## src/hw/rtl/pts_pkg.sv

```systemverilog
`timescale 1ns / 1ps
`default_nettype none
// ----------------------------------------------------------------------------
// Periodic task tick scheduler package
// Shared types and constants for the front end, the op queue and the back end.
// ----------------------------------------------------------------------------
package pts_pkg;

   // Default table size.
   localparam int NUM_SLOTS_DEF = 8;

   // Most due results that one tick may produce.
   localparam int MAX_RESULTS = 8;

   // Field widths.
   localparam int PERIOD_W = 16;
   localparam int SLOT_W   = 3;

   // Depth of the queue between front and back end.
   localparam int QUEUE_DEPTH = 2;

   // Request command codes.
   localparam logic CMD_REGISTER = 1'b0;
   localparam logic CMD_TICK     = 1'b1;

   // Response kind codes.
   localparam logic KIND_REGISTER = 1'b0;
   localparam logic KIND_DUE      = 1'b1;

   typedef logic [SLOT_W-1:0]   slot_type;
   typedef logic [PERIOD_W-1:0] period_type;

   // Classified request as it travels from front to back end.
   typedef struct packed {
      logic       is_tick;
      logic       accepted;
      logic       active;
      period_type period;
   } op_type;

   // One response item.
   typedef struct packed {
      logic     kind;
      slot_type slot;
      logic     accepted;
      logic     last;
   } rsp_type;

   // Back end sequencer states.
   typedef enum logic {
      BK_IDLE,
      BK_WALK
   } back_state_type;

endpackage
`default_nettype wire

```

## src/hw/rtl/pts_front.sv

```systemverilog
`timescale 1ns / 1ps
`default_nettype none
// ----------------------------------------------------------------------------
// Scheduler front end
// Accepts requests, tracks the fill count and assigns slots to registrations.
// ----------------------------------------------------------------------------
module pts_front #(
   parameter int NUM_SLOTS = pts_pkg::NUM_SLOTS_DEF,
   parameter int IDX_W     = 3,
   parameter int FILL_W    = 4
) (
   input  wire                      clock,
   input  wire                      reset,
   input  wire                      req_valid,
   output logic                     req_stall,
   input  wire                      req_cmd,
   input  wire pts_pkg::period_type req_period,
   input  wire                      req_task_active,
   input  wire                      q_full,
   output logic                     q_push,
   output pts_pkg::op_type          q_op,
   output logic [IDX_W-1:0]         q_slot
);

   logic [FILL_W-1:0] fill_ff;
   logic [FILL_W-1:0] fill_in;
   logic              room;

   // A request is taken whenever the queue has space.
   assign req_stall = q_full;
   assign q_push    = req_valid && !q_full;
   assign room      = (fill_ff != FILL_W'(NUM_SLOTS));

   // Classify the request and pick the next free slot.
   always_comb begin
      q_op.is_tick  = (req_cmd == pts_pkg::CMD_TICK);
      q_op.accepted = room;
      q_op.active   = req_task_active;
      q_op.period   = req_period;
      q_slot        = room ? fill_ff[IDX_W-1:0] : '0;
      fill_in       = fill_ff;
      if (q_push && (req_cmd == pts_pkg::CMD_REGISTER) && room) begin
         fill_in = fill_ff + FILL_W'(1);
      end
   end

   // Fill count register.
   always_ff @(posedge clock) begin
      if (reset) begin
         fill_ff <= '0;
      end else begin
         fill_ff <= fill_in;
      end
   end

endmodule
`default_nettype wire

```

## src/hw/rtl/pts_queue.sv

```systemverilog
`timescale 1ns / 1ps
`default_nettype none
// ----------------------------------------------------------------------------
// Scheduler op queue
// Short FIFO that decouples the front end from the back end.
// ----------------------------------------------------------------------------
module pts_queue #(
   parameter int WIDTH = 20
) (
   input  wire              clock,
   input  wire              reset,
   input  wire              push,
   input  wire [WIDTH-1:0]  push_data,
   output logic             full,
   input  wire              pop,
   output logic             not_empty,
   output logic [WIDTH-1:0] pop_data
);

   localparam int DEPTH = pts_pkg::QUEUE_DEPTH;
   localparam int PTR_W = (DEPTH > 1) ? $clog2(DEPTH) : 1;
   localparam int CNT_W = $clog2(DEPTH + 1);

   logic [WIDTH-1:0] entry_ff [DEPTH];
   logic [PTR_W-1:0] wr_ptr_ff;
   logic [PTR_W-1:0] wr_ptr_in;
   logic [PTR_W-1:0] rd_ptr_ff;
   logic [PTR_W-1:0] rd_ptr_in;
   logic [CNT_W-1:0] count_ff;
   logic [CNT_W-1:0] count_in;
   logic             do_push;
   logic             do_pop;

   assign full      = (count_ff == CNT_W'(DEPTH));
   assign not_empty = (count_ff != '0);
   assign pop_data  = entry_ff[rd_ptr_ff];
   assign do_push   = push && !full;
   assign do_pop    = pop && not_empty;

   // Pointer and occupancy update.
   always_comb begin
      wr_ptr_in = wr_ptr_ff;
      rd_ptr_in = rd_ptr_ff;
      count_in  = count_ff;
      if (do_push) begin
         wr_ptr_in = (wr_ptr_ff == PTR_W'(DEPTH - 1)) ? '0 : wr_ptr_ff + PTR_W'(1);
      end
      if (do_pop) begin
         rd_ptr_in = (rd_ptr_ff == PTR_W'(DEPTH - 1)) ? '0 : rd_ptr_ff + PTR_W'(1);
      end
      if (do_push && !do_pop) begin
         count_in = count_ff + CNT_W'(1);
      end else if (do_pop && !do_push) begin
         count_in = count_ff - CNT_W'(1);
      end
   end

   always_ff @(posedge clock) begin
      if (reset) begin
         wr_ptr_ff <= '0;
         rd_ptr_ff <= '0;
         count_ff  <= '0;
      end else begin
         wr_ptr_ff <= wr_ptr_in;
         rd_ptr_ff <= rd_ptr_in;
         count_ff  <= count_in;
      end
   end

   // Entry storage.
   always_ff @(posedge clock) begin
      if (do_push) begin
         entry_ff[wr_ptr_ff] <= push_data;
      end
   end

endmodule
`default_nettype wire

```

## src/hw/rtl/pts_back.sv

```systemverilog
`timescale 1ns / 1ps
`default_nettype none
// ----------------------------------------------------------------------------
// Scheduler back end
// Executes registrations, drives the responses and walks the slot table on
// each tick, one slot a cycle unless output stalls, in two read/update stages.
// ----------------------------------------------------------------------------
module pts_back #(
   parameter int NUM_SLOTS = pts_pkg::NUM_SLOTS_DEF,
   parameter int IDX_W     = 3,
   parameter int FILL_W    = 4
) (
   input  wire                  clock,
   input  wire                  reset,
   input  wire                  q_valid,
   input  wire pts_pkg::op_type q_op,
   input  wire [IDX_W-1:0]      q_slot,
   output logic                 q_pop,
   output logic                 rsp_valid,
   input  wire                  rsp_stall,
   output pts_pkg::rsp_type     rsp_data
);

   localparam int DUE_W = $clog2(pts_pkg::MAX_RESULTS + 1);

   // Slot table storage.
   pts_pkg::period_type period_mem [NUM_SLOTS];
   pts_pkg::period_type count_mem  [NUM_SLOTS];
   logic [NUM_SLOTS-1:0] active_ff;
   logic [NUM_SLOTS-1:0] active_in;

   // Sequencer and walk pipeline.
   pts_pkg::back_state_type state_ff;
   pts_pkg::back_state_type state_in;
   logic [FILL_W-1:0]   issue_ff;
   logic [FILL_W-1:0]   issue_in;
   logic [IDX_W-1:0]    rd_idx;
   logic                rd_en;
   logic                s1_vld_ff;
   logic                s1_vld_in;
   logic [IDX_W-1:0]    s1_idx_ff;
   logic [IDX_W-1:0]    s1_idx_in;
   logic                s1_act_ff;
   logic                s1_act_in;
   pts_pkg::period_type period_q_ff;
   pts_pkg::period_type count_q_ff;

   // Pending due result, held until it is known whether it is the last one.
   logic                pend_vld_ff;
   logic                pend_vld_in;
   pts_pkg::slot_type   pend_slot_ff;
   pts_pkg::slot_type   pend_slot_in;
   logic [DUE_W-1:0]    due_num_ff;
   logic [DUE_W-1:0]    due_num_in;

   // Output register.
   logic                out_vld_ff;
   logic                out_vld_in;
   pts_pkg::rsp_type    out_ff;
   pts_pkg::rsp_type    out_in;

   // Memory write port.
   logic                per_we;
   logic                cnt_we;
   logic [IDX_W-1:0]    wr_idx;
   pts_pkg::period_type cnt_wdata;

   // Update-stage datapath.
   pts_pkg::period_type new_cnt;
   logic                take;
   logic                need_push;
   logic                can_push;
   logic                walk_done;

   assign rsp_valid = out_vld_ff;
   assign rsp_data  = out_ff;
   assign rd_idx    = issue_ff[IDX_W-1:0];
   assign can_push  = !out_vld_ff || !rsp_stall;
   assign new_cnt   = count_q_ff + pts_pkg::period_type'(1);
   assign take      = s1_vld_ff && s1_act_ff && (new_cnt >= period_q_ff)
                      && (due_num_ff < DUE_W'(pts_pkg::MAX_RESULTS));
   assign need_push = take && pend_vld_ff;
   assign walk_done = (issue_ff == FILL_W'(NUM_SLOTS)) && !s1_vld_ff;

   // Next state, walk control and response generation.
   always_comb begin
      state_in     = state_ff;
      issue_in     = issue_ff;
      rd_en        = 1'b0;
      s1_vld_in    = s1_vld_ff;
      s1_idx_in    = s1_idx_ff;
      s1_act_in    = s1_act_ff;
      pend_vld_in  = pend_vld_ff;
      pend_slot_in = pend_slot_ff;
      due_num_in   = due_num_ff;
      active_in    = active_ff;
      per_we       = 1'b0;
      cnt_we       = 1'b0;
      wr_idx       = s1_idx_ff;
      cnt_wdata    = new_cnt;
      q_pop        = 1'b0;
      out_vld_in   = out_vld_ff && rsp_stall;
      out_in       = out_ff;

      case (state_ff)
         pts_pkg::BK_IDLE: begin
            if (q_valid) begin
               if (!q_op.is_tick) begin
                  // Registration: store the task if accepted and answer once the output is free.
                  if (can_push) begin
                     out_vld_in      = 1'b1;
                     out_in.kind     = pts_pkg::KIND_REGISTER;
                     out_in.slot     = pts_pkg::slot_type'(q_slot);
                     out_in.accepted = q_op.accepted;
                     out_in.last     = 1'b1;
                     if (q_op.accepted) begin
                        per_we            = 1'b1;
                        cnt_we            = 1'b1;
                        wr_idx            = q_slot;
                        cnt_wdata         = '0;
                        active_in[q_slot] = q_op.active;
                     end
                     q_pop = 1'b1;
                  end
               end else begin
                  // Tick: start a fresh walk of the table.
                  state_in    = pts_pkg::BK_WALK;
                  issue_in    = '0;
                  s1_vld_in   = 1'b0;
                  pend_vld_in = 1'b0;
                  due_num_in  = '0;
               end
            end
         end

         pts_pkg::BK_WALK: begin
            if (walk_done) begin
               // Release the held result as the last one, then finish.
               if (pend_vld_ff) begin
                  if (can_push) begin
                     out_vld_in      = 1'b1;
                     out_in.kind     = pts_pkg::KIND_DUE;
                     out_in.slot     = pend_slot_ff;
                     out_in.accepted = 1'b0;
                     out_in.last     = 1'b1;
                     pend_vld_in     = 1'b0;
                     state_in        = pts_pkg::BK_IDLE;
                     q_pop           = 1'b1;
                  end
               end else begin
                  state_in = pts_pkg::BK_IDLE;
                  q_pop    = 1'b1;
               end
            end else if (!(need_push && !can_push)) begin
               // Update stage: advance the counter of the slot held in the read stage.
               if (s1_vld_ff && s1_act_ff) begin
                  cnt_we    = 1'b1;
                  wr_idx    = s1_idx_ff;
                  cnt_wdata = (new_cnt >= period_q_ff) ? '0 : new_cnt;
               end
               if (take) begin
                  if (pend_vld_ff) begin
                     out_vld_in      = 1'b1;
                     out_in.kind     = pts_pkg::KIND_DUE;
                     out_in.slot     = pend_slot_ff;
                     out_in.accepted = 1'b0;
                     out_in.last     = 1'b0;
                  end
                  pend_vld_in  = 1'b1;
                  pend_slot_in = pts_pkg::slot_type'(s1_idx_ff);
                  due_num_in   = due_num_ff + DUE_W'(1);
               end
               // Read stage: issue the next slot.
               if (issue_ff != FILL_W'(NUM_SLOTS)) begin
                  rd_en     = 1'b1;
                  s1_vld_in = 1'b1;
                  s1_idx_in = rd_idx;
                  s1_act_in = active_ff[rd_idx];
                  issue_in  = issue_ff + FILL_W'(1);
               end else begin
                  s1_vld_in = 1'b0;
               end
            end
         end

         default: begin
            state_in = pts_pkg::BK_IDLE;
         end
      endcase
   end

   // Control registers.
   always_ff @(posedge clock) begin
      if (reset) begin
         state_ff    <= pts_pkg::BK_IDLE;
         active_ff   <= '0;
         s1_vld_ff   <= 1'b0;
         pend_vld_ff <= 1'b0;
         out_vld_ff  <= 1'b0;
         issue_ff    <= '0;
         due_num_ff  <= '0;
      end else begin
         state_ff    <= state_in;
         active_ff   <= active_in;
         s1_vld_ff   <= s1_vld_in;
         pend_vld_ff <= pend_vld_in;
         out_vld_ff  <= out_vld_in;
         issue_ff    <= issue_in;
         due_num_ff  <= due_num_in;
      end
   end

   // Payload registers.
   always_ff @(posedge clock) begin
      s1_idx_ff    <= s1_idx_in;
      s1_act_ff    <= s1_act_in;
      pend_slot_ff <= pend_slot_in;
      out_ff       <= out_in;
   end

   // Period and counter memories: one write and one registered read a cycle.
   always_ff @(posedge clock) begin
      if (per_we) begin
         period_mem[wr_idx] <= q_op.period;
      end
      if (cnt_we) begin
         count_mem[wr_idx] <= cnt_wdata;
      end
      if (rd_en) begin
         period_q_ff <= period_mem[rd_idx];
         count_q_ff  <= count_mem[rd_idx];
      end
   end

endmodule
`default_nettype wire

```

## src/hw/rtl/periodic_task_tick_scheduler.sv

```systemverilog
`timescale 1ns / 1ps
`default_nettype none
// A register request is answered through the op queue and the output register.
// A tick holds the back end for its whole walk, which reads one slot a cycle
// unless the output stalls, through the single read port of the period and
// counter memories. A due result waits until the walk finds the next due slot,
// and the last one leaves as the walk ends. Requests queue up while the back
// end is busy. Synchronous reset clears all active marks, fill count and queue.
// ----------------------------------------------------------------------------
// Periodic task tick scheduler
// Slot table of periodic tasks: registration fills slots in order, each tick
// advances the active counters and reports the slots that became due.
// ----------------------------------------------------------------------------
module periodic_task_tick_scheduler #(
   parameter int NUM_SLOTS = pts_pkg::NUM_SLOTS_DEF
) (
   input  wire                      clock,
   input  wire                      reset,
   input  wire                      req_valid,
   output logic                     req_stall,
   input  wire                      req_cmd,
   input  wire pts_pkg::period_type req_period,
   input  wire                      req_task_active,
   output logic                     rsp_valid,
   input  wire                      rsp_stall,
   output logic                     rsp_kind,
   output pts_pkg::slot_type        rsp_slot,
   output logic                     rsp_accepted,
   output logic                     rsp_last
);

   localparam int IDX_W  = (NUM_SLOTS > 1) ? $clog2(NUM_SLOTS) : 1;
   localparam int FILL_W = $clog2(NUM_SLOTS + 1);
   localparam int Q_W    = $bits(pts_pkg::op_type) + IDX_W;

   logic                q_push;
   logic                q_full;
   logic                q_pop;
   logic                q_valid;
   pts_pkg::op_type     fr_op;
   logic [IDX_W-1:0]    fr_slot;
   pts_pkg::op_type     bk_op;
   logic [IDX_W-1:0]    bk_slot;
   logic [Q_W-1:0]      q_wdata;
   logic [Q_W-1:0]      q_rdata;
   pts_pkg::rsp_type    rsp_data;

   assign q_wdata = {fr_slot, fr_op};
   assign {bk_slot, bk_op} = q_rdata;

   assign rsp_kind     = rsp_data.kind;
   assign rsp_slot     = rsp_data.slot;
   assign rsp_accepted = rsp_data.accepted;
   assign rsp_last     = rsp_data.last;

   // Front end: accept and classify requests.
   pts_front #(
      .NUM_SLOTS (NUM_SLOTS),
      .IDX_W     (IDX_W),
      .FILL_W    (FILL_W)
   ) u_front (
      .clock           (clock),
      .reset           (reset),
      .req_valid       (req_valid),
      .req_stall       (req_stall),
      .req_cmd         (req_cmd),
      .req_period      (req_period),
      .req_task_active (req_task_active),
      .q_full          (q_full),
      .q_push          (q_push),
      .q_op            (fr_op),
      .q_slot          (fr_slot)
   );

   // Op queue between the two halves.
   pts_queue #(
      .WIDTH (Q_W)
   ) u_queue (
      .clock     (clock),
      .reset     (reset),
      .push      (q_push),
      .push_data (q_wdata),
      .full      (q_full),
      .pop       (q_pop),
      .not_empty (q_valid),
      .pop_data  (q_rdata)
   );

   // Back end: execute ops and produce responses.
   pts_back #(
      .NUM_SLOTS (NUM_SLOTS),
      .IDX_W     (IDX_W),
      .FILL_W    (FILL_W)
   ) u_back (
      .clock     (clock),
      .reset     (reset),
      .q_valid   (q_valid),
      .q_op      (bk_op),
      .q_slot    (bk_slot),
      .q_pop     (q_pop),
      .rsp_valid (rsp_valid),
      .rsp_stall (rsp_stall),
      .rsp_data  (rsp_data)
   );

endmodule
`default_nettype wire

```

## config.mk

```make
export PLATFORM = sky130hd
export DESIGN_NAME = periodic_task_tick_scheduler
export DESIGN_NICKNAME = d
export VERILOG_FILES = /design/src/hw/rtl/pts_pkg.sv /design/src/hw/rtl/pts_front.sv /design/src/hw/rtl/pts_queue.sv /design/src/hw/rtl/pts_back.sv /design/src/hw/rtl/periodic_task_tick_scheduler.sv
export SDC_FILE = /design/constraint.sdc
export NUM_CORES = 1
export LEC_CHECK = 0
export BUFFER_PORTS_ARGS = -buffer_cell sky130_fd_sc_hd__buf_2
export CAP_MARGIN = 20
export CORE_MARGIN = 2
export CORE_UTILIZATION = 45
export CTS_CLUSTER_SIZE = 10
export DETAILED_ROUTE_END_ITERATION = 10
export PLACE_DENSITY = 0.67
export SLEW_MARGIN = 20
export SYNTH_ARGS = -nofsm -noshare
export SYNTH_HDL_FRONTEND = slang
export SYNTH_SLANG_ARGS = --single-unit
```

## constraint.sdc

```tcl
create_clock -name clock -period 6.2 [get_ports clock]
set_input_delay 0.62 -clock clock [delete_from_list [all_inputs] [get_ports clock]]
set_output_delay 0.62 -clock clock [all_outputs]
set_load 0.01 [all_outputs]
```

==> impl_results.rst <==
.. list-table::
   :header-rows: 1

   * - Metric
     - Value
   * - Filler instances
     - 2676
   * - DIE HEIGHT
     - 187 um
   * - Total die area
     - 35000 um2
   * - Switching power total
     - 1.78 mW
   * - Number of remaining DRC errors
     - 0
   * - Final-layout worst hold slack
     - 0.267 ns
   * - Endpoint type of the worst setup path
     - flop
   * - Post-CTS setup buffer count
     - 0
   * - Detailed-route vias per instance
     - 5.45
   * - Internal Power
     - 5.02 mW
   * - Deepest clock path buffer count
     - 3
   * - Overall fraction of global-route tracks in use
     - 0.163
   * - Cell variety after synth
     - 62
   * - Worst-path fanout max
     - 16
   * - Total number of vias
     - 7341
   * - Fraction of layout instances using a drive strength above 1
     - 0.271
   * - Worst hold path type
     - in -> reg
   * - Basic-gate share of the synthesized area counting and, or, nand and nor cells
     - 0.0553
   * - Number of clock buffers inserted by TritonCTS
     - 43
   * - Initial core utilization
     - 0.454
   * - Switching share of power
     - 0.262
   * - Required time of the critical path
     - 6.34 ns
   * - Non-filler cells, final
     - 1348
   * - Startpoint type of the worst setup path
     - flop
   * - Area occupied by registers
     - 10900 um2
   * - List of most frequent post-synthesis cells
     - sky130_fd_sc_hd__edfxtp_1, sky130_fd_sc_hd__mux4_2, sky130_fd_sc_hd__mux2_2
   * - GR Overflow Total
     - 0
   * - Total Power Consumption
     - 6.81 mW
   * - Post-synthesis adder-cell area fraction
     - 0.0191
   * - Clock edge transition at the registers on the reported setup and hold paths
     - 0.05 ns
   * - Total setup violations reported at the end of the flow
     - 0
   * - Largest net degree at the start of global routing
     - 70
   * - Cell Pwr Density
     - 400 nW/um2
   * - Parity-gate share of the synthesized area counting xor and xnor cells
     - 0.0110
   * - Number of enable flip-flop cells after synthesis
     - 345
   * - Post-Synthesis Mean Instance Area
     - 18.3 um2
   * - Dominant synthesized flop cell
     - sky130_fd_sc_hd__edfxtp_1
   * - Placed wire-length estimate
     - 16.3 mm
   * - Ant diodes
     - 0
   * - Floorplan row count
     - 67
   * - RePlAce Congestion
     - 0.804
   * - # nets final
     - 927
   * - Antenna Violating Nets Remaining
     - 0
   * - Cell accounting for the most synthesized area
     - sky130_fd_sc_hd__edfxtp_1
   * - Final worst slack
     - 1.83 ns
   * - Setup skew after layout
     - 0.0196 ns
   * - Power share of the sequential group
     - 0.496
   * - Clk sink count
     - 374
   * - Combinational family with the most area after synthesis
     - multiplexers
   * - Top area cells in the synthesized netlist
     - sky130_fd_sc_hd__edfxtp_1, sky130_fd_sc_hd__mux4_2, sky130_fd_sc_hd__mux2_2, sky130_fd_sc_hd__dfxtp_1, sky130_fd_sc_hd__ha_1
   * - Count of warnings emitted by yosys
     - 0
   * - Post-synthesis instance total
     - 825
   * - Relative max-transition margin
     - 0.301
   * - Global-route wire length before repair
     - 43.5 mm
   * - Part of the Yosys area used for sequential elements
     - 0.725
   * - Relative contribution of the clock network to total power
     - 0.323
   * - Synth-to-layout area growth
     - 12.6%
   * - Summed instance area of the synthesized netlist
     - 15100 um2
   * - Setup CP Type
     - reg -> reg
   * - Fraction of synthesis flops using an asynchronous set or reset pin
     - 0
   * - Routed length per placed instance
     - 20.8 um
   * - CTS tree
     - done
   * - Number of placed I/O pins
     - 30
   * - H-tree levels
     - 2
   * - Setup TNS after final layout
     - 0 ns
   * - Post-cts resize count
     - 0
   * - Synthesized netlist net count
     - 870
   * - Flop and latch count out of synthesis
     - 374
   * - Most common cell in the netlist
     - sky130_fd_sc_hd__edfxtp_1
   * - Quantity of hold-fixing buffers added after cts
     - 0
   * - Placed instance count
     - 1285
   * - First-pass DRT Iterations
     - 5
   * - VDD IR max
     - 0.228 mV
   * - Later-pin clock latency in the skew report
     - 0.54 ns
   * - Share of Yosys cell area claimed by the top area cell type
     - 0.686
   * - Max-cap violations
     - 0
   * - Post-route fraction of the period consumed by the critical path
     - 0.704
   * - Time the worst path needs with I/O delays and setup
     - 4.37 ns
   * - Actual transition at the worst max-transition pin
     - 1.05 ns
   * - Multiplexer fraction of the synthesized cell area
     - 0.143
   * - Vias in the first global route
     - 7562
   * - Overall die width
     - 187 um
   * - Pre-CTS worst setup slack
     - 1.81 ns
   * - Worst EP arrival
     - 4.51 ns
   * - Area used by multi-input combinational logic
     - 3930 um2
   * - Final hold violations
     - 0
   * - Port-buffer cells
     - 29
   * - Clock tree root buffer cell
     - sky130_fd_sc_hd__clkbuf_16
   * - Unrepaired setup endpoints after global routing
     - no
   * - Leakage power of the design
     - 5.54 nW
   * - Core outline area
     - 33300 um2
   * - Total detailed-routing wirelength
     - 28.1 mm
   * - DR iter-0 viols
     - 589
   * - Share of the synthesized area in compound gates (AO/OA/AOI/OAI)
     - 0.0298
   * - Status
     - finished, final reports clean
   * - Combinational share of power
     - 0.181
   * - F_max
     - 0.229 GHz
   * - Count of final max-slew check failures
     - 0
   * - Antenna violations before repair
     - 0
==> area by class of cell <==
cell class / count / area share
repair buffers: 43 / 0.0149
inverters: 31 / 0.00684
clock buffers: 59 / 0.0674
multi-input cells: 389 / 0.231
flip-flops and latches: 374 / 0.644
clock inverters: 4 / 0.00309
well taps: 448 / 0.0330
==> flip-flops by register name (all words and copies together), names as in the netlist, 2 cells and up, named ones only <==
signal and flops:
u_queue.count_ff 2, u_back.s1_idx_ff 3, u_back.period_mem 128, u_back.active_ff 8, u_back.rsp_data 6, u_back.pend_slot_ff 3, u_queue.entry_ff 44, u_back.due_num_ff 4
u_back.issue_ff 4, u_back.count_q_ff 16, u_back.count_mem 128, u_back.period_q_ff 16, u_front.fill_ff 4
==> cells in the final DEF, fill, tap and decap left out, types with 15 or more instances in the layout <==
master,n
sky130_fd_sc_hd__ha_1,23
sky130_fd_sc_hd__nor2_1,37
sky130_fd_sc_hd__mux4_2,66
sky130_fd_sc_hd__buf_2,29
sky130_fd_sc_hd__nand2_1,30
sky130_fd_sc_hd__clkbuf_16,43
sky130_fd_sc_hd__dfxtp_1,26
sky130_fd_sc_hd__mux2_2,53
sky130_fd_sc_hd__inv_1,31
sky130_fd_sc_hd__nor3_1,15
sky130_fd_sc_hd__clkbuf_1,15
sky130_fd_sc_hd__edfxtp_1,345
==> path summary, 6_finish.rpt <==
check                        from                 endpoint  cells after the start  slack [ns]
max          u_back.count_q_ff[2]   u_back.count_mem[3][5]                     12        1.83
min               req_task_active  u_queue.entry_ff[1][16]                      1        0.27
max reg2reg  u_back.count_q_ff[2]   u_back.count_mem[3][5]                     12        1.83
min reg2reg     u_queue.rd_ptr_ff        u_queue.rd_ptr_ff                      2        0.48
==> stage by stage <==
stage                     utilization  cell area (um2)
after global routing            0.511            17000
after CTS                       0.511            17000
final                           0.511            17000
after global placement          0.475            15800
after detailed placement        0.475            15800
after floorplan                     -            15100
==> metal layers <==
metal / wire, um / part of all wire / global-route usage / vias up
met1: 12600 / 0.45 / 0.227 / 3746
met4: 574 / 0.020 / 0.0491 / 0
met5: 0 / 0 / 0 / -
met3: 1410 / 0.050 / 0.0281 / 49
li1: - / - / - / 3379
met2: 13500 / 0.48 / 0.266 / 167
==> logic make-up (layout without fill, tap and decap cells) <==
logic type | count (synthesis) | after routing
XOR/XNOR | 19 | 19
buffers and inverters | 62 | 137
AO/OA/AOI/OAI | 61 | 61
flip-flops | 374 | 374
adder cells (fa/ha/maj) | 23 | 23
multiplexers | 127 | 127
AND/OR/NAND/NOR | 159 | 159
==> worst max-delay path, stage by stage, from the launching register on <==
cell                       delay, ns
sky130_fd_sc_hd__edfxtp_1       0.43
sky130_fd_sc_hd__nand3_1        0.18
sky130_fd_sc_hd__nor3_1         0.36
sky130_fd_sc_hd__nand4_1        0.21
sky130_fd_sc_hd__nor3_1         0.25
sky130_fd_sc_hd__xor2_1         0.21
sky130_fd_sc_hd__ha_1           0.28
sky130_fd_sc_hd__nand4_1        0.14
sky130_fd_sc_hd__nor4_1         0.08
sky130_fd_sc_hd__a32oi_2        0.35
sky130_fd_sc_hd__a21oi_1        0.17
sky130_fd_sc_hd__nor2_1         0.36
sky130_fd_sc_hd__a41o_1         0.94
==> power groups by stage <==
stage	sequential [mW]	combinational [mW]	clock, mW
finish	3.38	1.23	2.20
detailed placement	3.43	1.24	0
global placement	3.42	1.21	0
floorplan	3.36	0.923	0
global route	3.40	1.36	2.34
CTS	3.38	1.25	2.24
(Power assumes the default switching activity.)
